**src/design/ftvp_pkg.sv**
```systemverilog
// ----------------------------------------------------------------------------
// ftvp_pkg
// Types and codes shared by the FEC TLV value parser modules.
// ----------------------------------------------------------------------------
package ftvp_pkg;

   typedef enum logic [2:0] {
      PH_TYPE  = 3'd0,
      PH_FAMHI = 3'd1,
      PH_FAMLO = 3'd2,
      PH_LEN   = 3'd3,
      PH_ADDR  = 3'd4
   } phase_type;

   localparam logic [2:0] ST_OK        = 3'd0;
   localparam logic [2:0] ST_BAD_TYPE  = 3'd1;
   localparam logic [2:0] ST_BAD_FAM   = 3'd2;
   localparam logic [2:0] ST_TOO_LONG  = 3'd3;
   localparam logic [2:0] ST_BAD_HOST  = 3'd4;
   localparam logic [2:0] ST_TRUNC     = 3'd5;

   localparam logic [2:0] EL_NONE      = 3'd0;
   localparam logic [2:0] EL_WILDCARD  = 3'd1;
   localparam logic [2:0] EL_PREFIX    = 3'd2;
   localparam logic [2:0] EL_HOST      = 3'd3;
   localparam logic [2:0] EL_CRLSP     = 3'd4;

   localparam logic [15:0] FAM_IPV4    = 16'd1;
   localparam logic [7:0]  MAX_PREFIX  = 8'd32;
   localparam logic [7:0]  HOST_LEN    = 8'd4;

   typedef struct packed {
      logic [7:0] data_byte;
      logic       final_byte;
   } req_item_type;

   typedef struct packed {
      logic [2:0]  status;
      logic [2:0]  element_type;
      logic [15:0] address_family;
      logic [5:0]  prefix_length;
      logic [31:0] address_value;
      logic        end_of_value;
   } rsp_item_type;

   typedef struct packed {
      logic         valid;
      req_item_type item;
   } stage_type;

   typedef struct packed {
      logic         emit;
      rsp_item_type item;
   } result_type;

endpackage

```
**src/design/ftvp_in_stage.sv**
```systemverilog
// ----------------------------------------------------------------------------
// ftvp_in_stage
// Input register: holds one byte until the parser can step on it.
// ----------------------------------------------------------------------------
module ftvp_in_stage (
   input  logic                  clock,
   input  logic                  reset,
   input  logic                  req_valid,
   output logic                  req_stall,
   input  ftvp_pkg::req_item_type req_data,
   input  logic                  advance,
   output ftvp_pkg::stage_type   stage
);
   import ftvp_pkg::*;

   logic         valid_ff, valid_in;
   req_item_type item_ff;
   logic         take;

   assign req_stall = valid_ff && !advance;
   assign take      = req_valid && !req_stall;

   // an empty register fills even while the parser is held
   always_comb begin
      valid_in = valid_ff;
      if (advance) begin
         valid_in = 1'b0;
      end
      if (take) begin
         valid_in = 1'b1;
      end
   end

   always_ff @(posedge clock) begin
      if (reset) begin
         valid_ff <= 1'b0;
      end else begin
         valid_ff <= valid_in;
      end
   end

   always_ff @(posedge clock) begin
      if (take) begin
         item_ff <= req_data;
      end
   end

   assign stage.valid = valid_ff;
   assign stage.item  = item_ff;

endmodule

```
**src/design/ftvp_parser.sv**
```systemverilog
// ----------------------------------------------------------------------------
// ftvp_parser
// Element state machine: one byte per step, at most one result per byte.
// ----------------------------------------------------------------------------
module ftvp_parser (
   input  logic                clock,
   input  logic                reset,
   input  ftvp_pkg::stage_type stage,
   input  logic                advance,
   output ftvp_pkg::result_type result
);
   import ftvp_pkg::*;

   phase_type   phase_ff, phase_in;
   logic [2:0]  type_ff, type_in;
   logic [15:0] fam_ff, fam_in;
   logic [5:0]  plen_ff, plen_in;
   logic [2:0]  left_ff, left_in;
   logic [31:0] addr_ff, addr_in;
   logic        disc_ff, disc_in;

   logic        step;
   logic [7:0]  b;
   logic        fin;
   logic        do_ok, do_err;
   logic [2:0]  err_code;
   logic [2:0]  ok_type;
   logic [15:0] ok_fam;
   logic [5:0]  ok_plen;
   logic [31:0] ok_addr;
   logic [6:0]  len_sum;
   logic [2:0]  len_left;
   logic [6:0]  tot_sum;
   logic [2:0]  total;
   logic [2:0]  idx_full;
   logic [31:0] placed;
   logic [31:0] acc;
   logic [2:0]  left_dec;

   assign step = stage.valid && advance;
   assign b    = stage.item.data_byte;
   assign fin  = stage.item.final_byte;

   always_comb begin
      len_sum  = {1'b0, b[5:0]} + 7'd7;
      len_left = len_sum[5:3];
      tot_sum  = {1'b0, plen_ff} + 7'd7;
      total    = tot_sum[5:3];
      idx_full = total - left_ff;
      case (idx_full[1:0])
         2'd0:    placed = {b, 24'h0};
         2'd1:    placed = {8'h0, b, 16'h0};
         2'd2:    placed = {16'h0, b, 8'h0};
         default: placed = {24'h0, b};
      endcase
      acc      = addr_ff | placed;
      left_dec = left_ff - 3'd1;
   end

   always_comb begin
      phase_in = phase_ff;
      type_in  = type_ff;
      fam_in   = fam_ff;
      plen_in  = plen_ff;
      left_in  = left_ff;
      addr_in  = addr_ff;
      disc_in  = disc_ff;
      do_ok    = 1'b0;
      do_err   = 1'b0;
      err_code = ST_OK;
      ok_type  = EL_NONE;
      ok_fam   = 16'h0;
      ok_plen  = 6'h0;
      ok_addr  = 32'h0;

      if (disc_ff) begin
         if (fin) begin
            disc_in  = 1'b0;
            phase_in = PH_TYPE;
         end
      end else begin
         case (phase_ff)
            PH_TYPE: begin
               if (b == 8'(EL_WILDCARD) || b == 8'(EL_CRLSP)) begin
                  do_ok   = 1'b1;
                  ok_type = b[2:0];
               end else if (b == 8'(EL_PREFIX) || b == 8'(EL_HOST)) begin
                  if (fin) begin
                     do_err   = 1'b1;
                     err_code = ST_TRUNC;
                  end else begin
                     type_in  = b[2:0];
                     phase_in = PH_FAMHI;
                  end
               end else begin
                  do_err   = 1'b1;
                  err_code = ST_BAD_TYPE;
               end
            end
            PH_FAMHI: begin
               if (fin) begin
                  do_err   = 1'b1;
                  err_code = ST_TRUNC;
               end else begin
                  fam_in   = {b, 8'h0};
                  phase_in = PH_FAMLO;
               end
            end
            PH_FAMLO: begin
               if (fin) begin
                  do_err   = 1'b1;
                  err_code = ST_TRUNC;
               end else begin
                  fam_in   = {fam_ff[15:8], b};
                  phase_in = PH_LEN;
               end
            end
            PH_LEN: begin
               if (fam_ff != FAM_IPV4) begin
                  do_err   = 1'b1;
                  err_code = ST_BAD_FAM;
               end else if (type_ff == EL_PREFIX && b > MAX_PREFIX) begin
                  do_err   = 1'b1;
                  err_code = ST_TOO_LONG;
               end else if (type_ff != EL_PREFIX && b != HOST_LEN) begin
                  do_err   = 1'b1;
                  err_code = ST_BAD_HOST;
               end else if (type_ff == EL_PREFIX && len_left == 3'd0) begin
                  // zero-length prefix completes here
                  do_ok   = 1'b1;
                  ok_type = type_ff;
                  ok_fam  = fam_ff;
                  ok_plen = b[5:0];
               end else if (fin) begin
                  do_err   = 1'b1;
                  err_code = ST_TRUNC;
               end else begin
                  addr_in  = 32'h0;
                  phase_in = PH_ADDR;
                  if (type_ff == EL_PREFIX) begin
                     plen_in = b[5:0];
                     left_in = len_left;
                  end else begin
                     plen_in = 6'(MAX_PREFIX);
                     left_in = 3'(HOST_LEN);
                  end
               end
            end
            PH_ADDR: begin
               if (left_dec == 3'd0) begin
                  do_ok   = 1'b1;
                  ok_type = type_ff;
                  ok_fam  = fam_ff;
                  ok_plen = plen_ff;
                  ok_addr = acc;
               end else if (fin) begin
                  do_err   = 1'b1;
                  err_code = ST_TRUNC;
               end else begin
                  addr_in = acc;
                  left_in = left_dec;
               end
            end
            default: begin
               phase_in = PH_TYPE;
               type_in  = 3'h0;
               fam_in   = 16'h0;
               plen_in  = 6'h0;
               left_in  = 3'h0;
               addr_in  = 32'h0;
            end
         endcase
      end

      // any result, or the final byte of a discarded element, restarts the element
      if (do_ok || do_err || (disc_ff && fin)) begin
         phase_in = PH_TYPE;
         type_in  = 3'h0;
         fam_in   = 16'h0;
         plen_in  = 6'h0;
         left_in  = 3'h0;
         addr_in  = 32'h0;
      end
      if (do_err) begin
         disc_in = !fin;
      end

      result.emit = do_ok || do_err;
      if (do_err) begin
         result.item = '{status: err_code, element_type: EL_NONE,
                         address_family: 16'h0, prefix_length: 6'h0,
                         address_value: 32'h0, end_of_value: 1'b1};
      end else begin
         result.item = '{status: ST_OK, element_type: ok_type,
                         address_family: ok_fam, prefix_length: ok_plen,
                         address_value: ok_addr, end_of_value: fin};
      end
   end

   always_ff @(posedge clock) begin
      if (reset) begin
         phase_ff <= PH_TYPE;
         type_ff  <= 3'h0;
         fam_ff   <= 16'h0;
         plen_ff  <= 6'h0;
         left_ff  <= 3'h0;
         addr_ff  <= 32'h0;
         disc_ff  <= 1'b0;
      end else if (step) begin
         phase_ff <= phase_in;
         type_ff  <= type_in;
         fam_ff   <= fam_in;
         plen_ff  <= plen_in;
         left_ff  <= left_in;
         addr_ff  <= addr_in;
         disc_ff  <= disc_in;
      end
   end

endmodule

```
**src/design/ftvp_out_stage.sv**
```systemverilog
// ----------------------------------------------------------------------------
// ftvp_out_stage
// Result register toward the response channel.
// ----------------------------------------------------------------------------
module ftvp_out_stage (
   input  logic                  clock,
   input  logic                  reset,
   input  logic                  stage_valid,
   input  ftvp_pkg::result_type  result,
   output logic                  advance,
   output logic                  rsp_valid,
   input  logic                  rsp_stall,
   output ftvp_pkg::rsp_item_type rsp_data
);
   import ftvp_pkg::*;

   logic         valid_ff, valid_in;
   rsp_item_type data_ff;
   logic         load;

   // free, or its transfer completes this cycle
   assign advance = !valid_ff || !rsp_stall;
   assign load    = advance && stage_valid && result.emit;

   always_comb begin
      valid_in = valid_ff;
      if (advance) begin
         valid_in = load;
      end
   end

   always_ff @(posedge clock) begin
      if (reset) begin
         valid_ff <= 1'b0;
      end else begin
         valid_ff <= valid_in;
      end
   end

   always_ff @(posedge clock) begin
      if (load) begin
         data_ff <= result.item;
      end
   end

   assign rsp_valid = valid_ff;
   assign rsp_data  = data_ff;

endmodule

```
**src/design/fec_tlv_value_parser.sv**
```systemverilog
// ----------------------------------------------------------------------------
// fec_tlv_value_parser
// Byte-serial decoder for the value field of an LDP FEC TLV.
//
//   channel  dir  handshake            payload
//   req      in   req_valid/req_stall  req_data  (data_byte, final_byte)
//   rsp      out  rsp_valid/rsp_stall  rsp_data  (status ... end_of_value)
//
// One byte per cycle sustained while rsp_stall is low; a result is formed from
// its byte in the input register by the parser and held in the result register.
// The per-byte phase update is the single step between those registers.
// reset (synchronous) returns the parser to the type-byte phase, empty.
// A stalled result holds; if the input register is empty, one more byte is
// taken into it, then req_stall rises until the result transfers.
// ----------------------------------------------------------------------------
module fec_tlv_value_parser (
   input  logic                   clock,
   input  logic                   reset,
   input  logic                   req_valid,
   output logic                   req_stall,
   input  ftvp_pkg::req_item_type req_data,
   output logic                   rsp_valid,
   input  logic                   rsp_stall,
   output ftvp_pkg::rsp_item_type rsp_data
);
   import ftvp_pkg::*;

   stage_type  stage;
   result_type result;
   logic       advance;

   ftvp_in_stage u_in (
      .clock     (clock),
      .reset     (reset),
      .req_valid (req_valid),
      .req_stall (req_stall),
      .req_data  (req_data),
      .advance   (advance),
      .stage     (stage)
   );

   ftvp_parser u_parser (
      .clock   (clock),
      .reset   (reset),
      .stage   (stage),
      .advance (advance),
      .result  (result)
   );

   ftvp_out_stage u_out (
      .clock       (clock),
      .reset       (reset),
      .stage_valid (stage.valid),
      .result      (result),
      .advance     (advance),
      .rsp_valid   (rsp_valid),
      .rsp_stall   (rsp_stall),
      .rsp_data    (rsp_data)
   );

endmodule
```
**config.mk**
```make
export PLATFORM = sky130hd
export DESIGN_NAME = fec_tlv_value_parser
export DESIGN_NICKNAME = d
export VERILOG_FILES = /design/src/design/ftvp_pkg.sv /design/src/design/ftvp_in_stage.sv /design/src/design/ftvp_parser.sv /design/src/design/ftvp_out_stage.sv /design/src/design/fec_tlv_value_parser.sv
export SDC_FILE = /design/constraint.sdc
export NUM_CORES = 1
export LEC_CHECK = 0
export BUFFER_PORTS_ARGS = -buffer_cell sky130_fd_sc_hd__buf_2
export CAP_MARGIN = 20
export CORE_ASPECT_RATIO = 1.1
export CORE_MARGIN = 10
export CORE_UTILIZATION = 54
export CTS_BUF_LIST = sky130_fd_sc_hd__clkbuf_4
export CTS_CLUSTER_DIAMETER = 40
export DETAILED_ROUTE_END_ITERATION = 8
export GPL_TIMING_DRIVEN = 0
export PLACE_DENSITY = 0.72
export SLEW_MARGIN = 20
export SYNTH_ARGS = -nofsm -noshare
export SYNTH_HDL_FRONTEND = slang
export SYNTH_HIERARCHICAL = 1
export SYNTH_SLANG_ARGS = --single-unit
export TNS_END_PERCENT = 50
```
**constraint.sdc**
```tcl
create_clock -name clock -period 11.8 [get_ports clock]
set_input_delay 2.36 -clock clock [delete_from_list [all_inputs] [get_ports clock]]
set_output_delay 2.36 -clock clock [all_outputs]
set_load 0.005 [all_outputs]
```
==> results.txt <==
DIE WIDTH = 122 um
Mean area per synthesized cell = 10.5 um2
Post-cts resize count = 0
Total CTS buffers = 17
Unrepaired setup endpoints after global routing = no
Routed vias/inst = 5.91
Yosys top cell area share = 33.9%
Setup Buffers After CTS = 0
Clock transition at path regs = 100 ps
Register bit total from synthesis = 136
Critical Path AT = 2860 ps
Port bufs = 75
Number of synthesized flops with an enable pin = 70
Post-DR wirelength/cell = 18.9 um
Initial antenna violation count = 0
Count of cell types in the netlist = 68
Antenna diodes = 0
Clock buffer depth = 2
GP Congestion = 0.899
Hold Buf Count CTS = 0
Vias in the first global route = 4,833
Leading post-synthesis cells by cell area = edfxtp_1 34%, dfxtp_1 21%, o21a_1 4.0%
Util after Layout = 62.6%
Synth area leader = edfxtp_1
Ys Warns = 6
Startpoint types = input port
Commonest cells post-synth = 70 x edfxtp_1, 66 x dfxtp_1, 50 x nor2_1, 41 x a21oi_1, 41 x nand2_1
Hold Path Class = reg -> reg
Vias = 5,024
Sequential share of the synthesized area = 55.1%
Clk_skew = 14.9 ps
Mapped Nets = 607
Hold Vio Cnt, Final = 0
Post-synthesis cell count = 591
Global-route wire length before repair = 25,300 um
Setup WS pre-CTS = 6580 ps
Skew-Pair Late Insertion Delay = 540 ps
Hold WS = 477 ps
PwrDens = 125 nW/um2
P_leak = 2.64 nW
Measured slew at the worst slew-check pin = 837 ps
Initial Utilization = 54.5%
Top-level I/O count = 76
Post-Syn Area = 6210 um2
CORE AREA = 11,400 um2
Largest net degree at the start of global routing = 28
CTS H-tree lvls = 4
Crit end category = output port
Die height = 132 um
Max rail drop VDD = 0.0757 mV
Layout area overhead = 14.8%
Slew Limit Fails = 0
Layout cells sized above 1 = 21.9%
Async S/R FF share, synth = 0%
Tmin final = 5220 ps
Fmax = 192 MHz
# clock sinks = 136
GR Util All Layers = 19.8%
Part of the cycle the worst path needs = 44.2%
Final WS setup = 6580 ps
Status = complete, no violations
Top-count cell post-synth = edfxtp_1
Req. time, crit path = 9440 ps
Die area = 16,200 um2
Post-detail-place hpwl = 11,600 um
Crit path max fanout = 4
Grt ovf = 0
Drt first pass iters = 5
DRT iter0 DRCs = 410
Max-cap violations = 0
Rows = 41
Setup Crit Path Kind = in -> out
CTS tree = built
ANT nets after route = 0
Relative slew slack = 43.8%
Clock Root Buffer = clkbuf_4
Endpoints failing setup = 0
# nets final = 703
Drt drc = 0
Main synth FF type = edfxtp_1
DRT Wirelength = 16,100 um
Fin Setup TNS = 0 ps
kinds of logic (layout without fill, tap and decap cells):
kind of cell | after synthesis | after routing | synth area share, %
simple gates | 198 | 198 | 17.3
compound gates | 169 | 169 | 18.6
flops | 136 | 136 | 55.1
buf+inv | 65 | 174 | 5.32
mux | 10 | 10 | 1.61
xor+xnor | 9 | 9 | 1.27
fa+ha+maj | 4 | 4 | 0.766
critical path, cell delays in order:
cell	delay [ps]
buf_2	120
nand2_2	110
nor2b_4	140
buf_2	120
registers in the layout (all words and copies together) (netlist names), 3 cells and up:
register and flops:
u_parser/phase_ff 3, u_parser/type_ff 3, u_out/rsp_data 61, u_parser/addr_ff 32, u_parser/plen_ff 6, u_parser/left_ff 3
u_in/stage 9, u_parser/fam_ff 16
cells in the final DEF, fill, tap and decap left out, types with 4 or more instances in the layout:
cell type	instances
mux2i_1	10
a21oi_1	40
xnor2_1	6
nor2_1	50
a22o_1	13
clkinvlp_4	5
dfxtp_1	66
o21a_1	33
nor3_1	6
edfxtp_1	70
nor4_1	4
clkbuf_1	37
o21ai_1	10
nand3_1	37
inv_1	7
inv_6	4
buf_6	9
buf_2	84
a31oi_1	36
and3_1	26
nand2_1	41
clkbuf_4	19
cell type report:
class,count,area [um2]
buffer,57,300
clock buffer,19,143
clock inverter,13,146
fill,980,4260
inverter,8,30.0
multi-input combinational,390,2470
sequential,136,3420
tap,150,188
timing repair buffer,77,430
routing by layer:
metal  up-vias  GRT usage (%)  share of wire [%]
met1      2388           25.0                 42
met3        38           4.81                7.7
li1       2396              -                  -
met2       202           30.6                 47
met5         -              0                  0
met4         0           9.96                3.2
power by group:
group / leakage (nW) / internal, mW / switching [mW]
Sequential: 1.21 / 0.508 / 0.00391
Combinational: 1.28 / 0.0238 / 0.0438
Clock: 0.143 / 0.133 / 0.177
Total: 2.64 / 0.664 / 0.225
final timing paths:
check | start | to | slack (ps) | cells past startpoint
max | rsp_stall | req_stall | 6580 | 4
min | u_parser/addr_ff[31]$_SDFFE_PP0P_ | u_parser/addr_ff[31]$_SDFFE_PP0P_ | 480 | 1
max reg2reg | u_parser/left_ff[0]$_SDFFE_PP0P_ | u_out/rsp_data[23]$_DFFE_PP_ | 7940 | 13
min reg2reg | u_parser/addr_ff[31]$_SDFFE_PP0P_ | u_parser/addr_ff[31]$_SDFFE_PP0P_ | 480 | 1
through the flow:
stage	std cells	power, mW	area [um2]
3_5_place_dp	818	0.590	6840
3_3_place_gp	816	0.587	6770
4_1_cts	850	0.897	7130
2_1_floorplan	591	0.563	6210
5_1_grt	850	0.922	7130
6_report	850	0.890	7130
(Power assumes the default switching activity.)
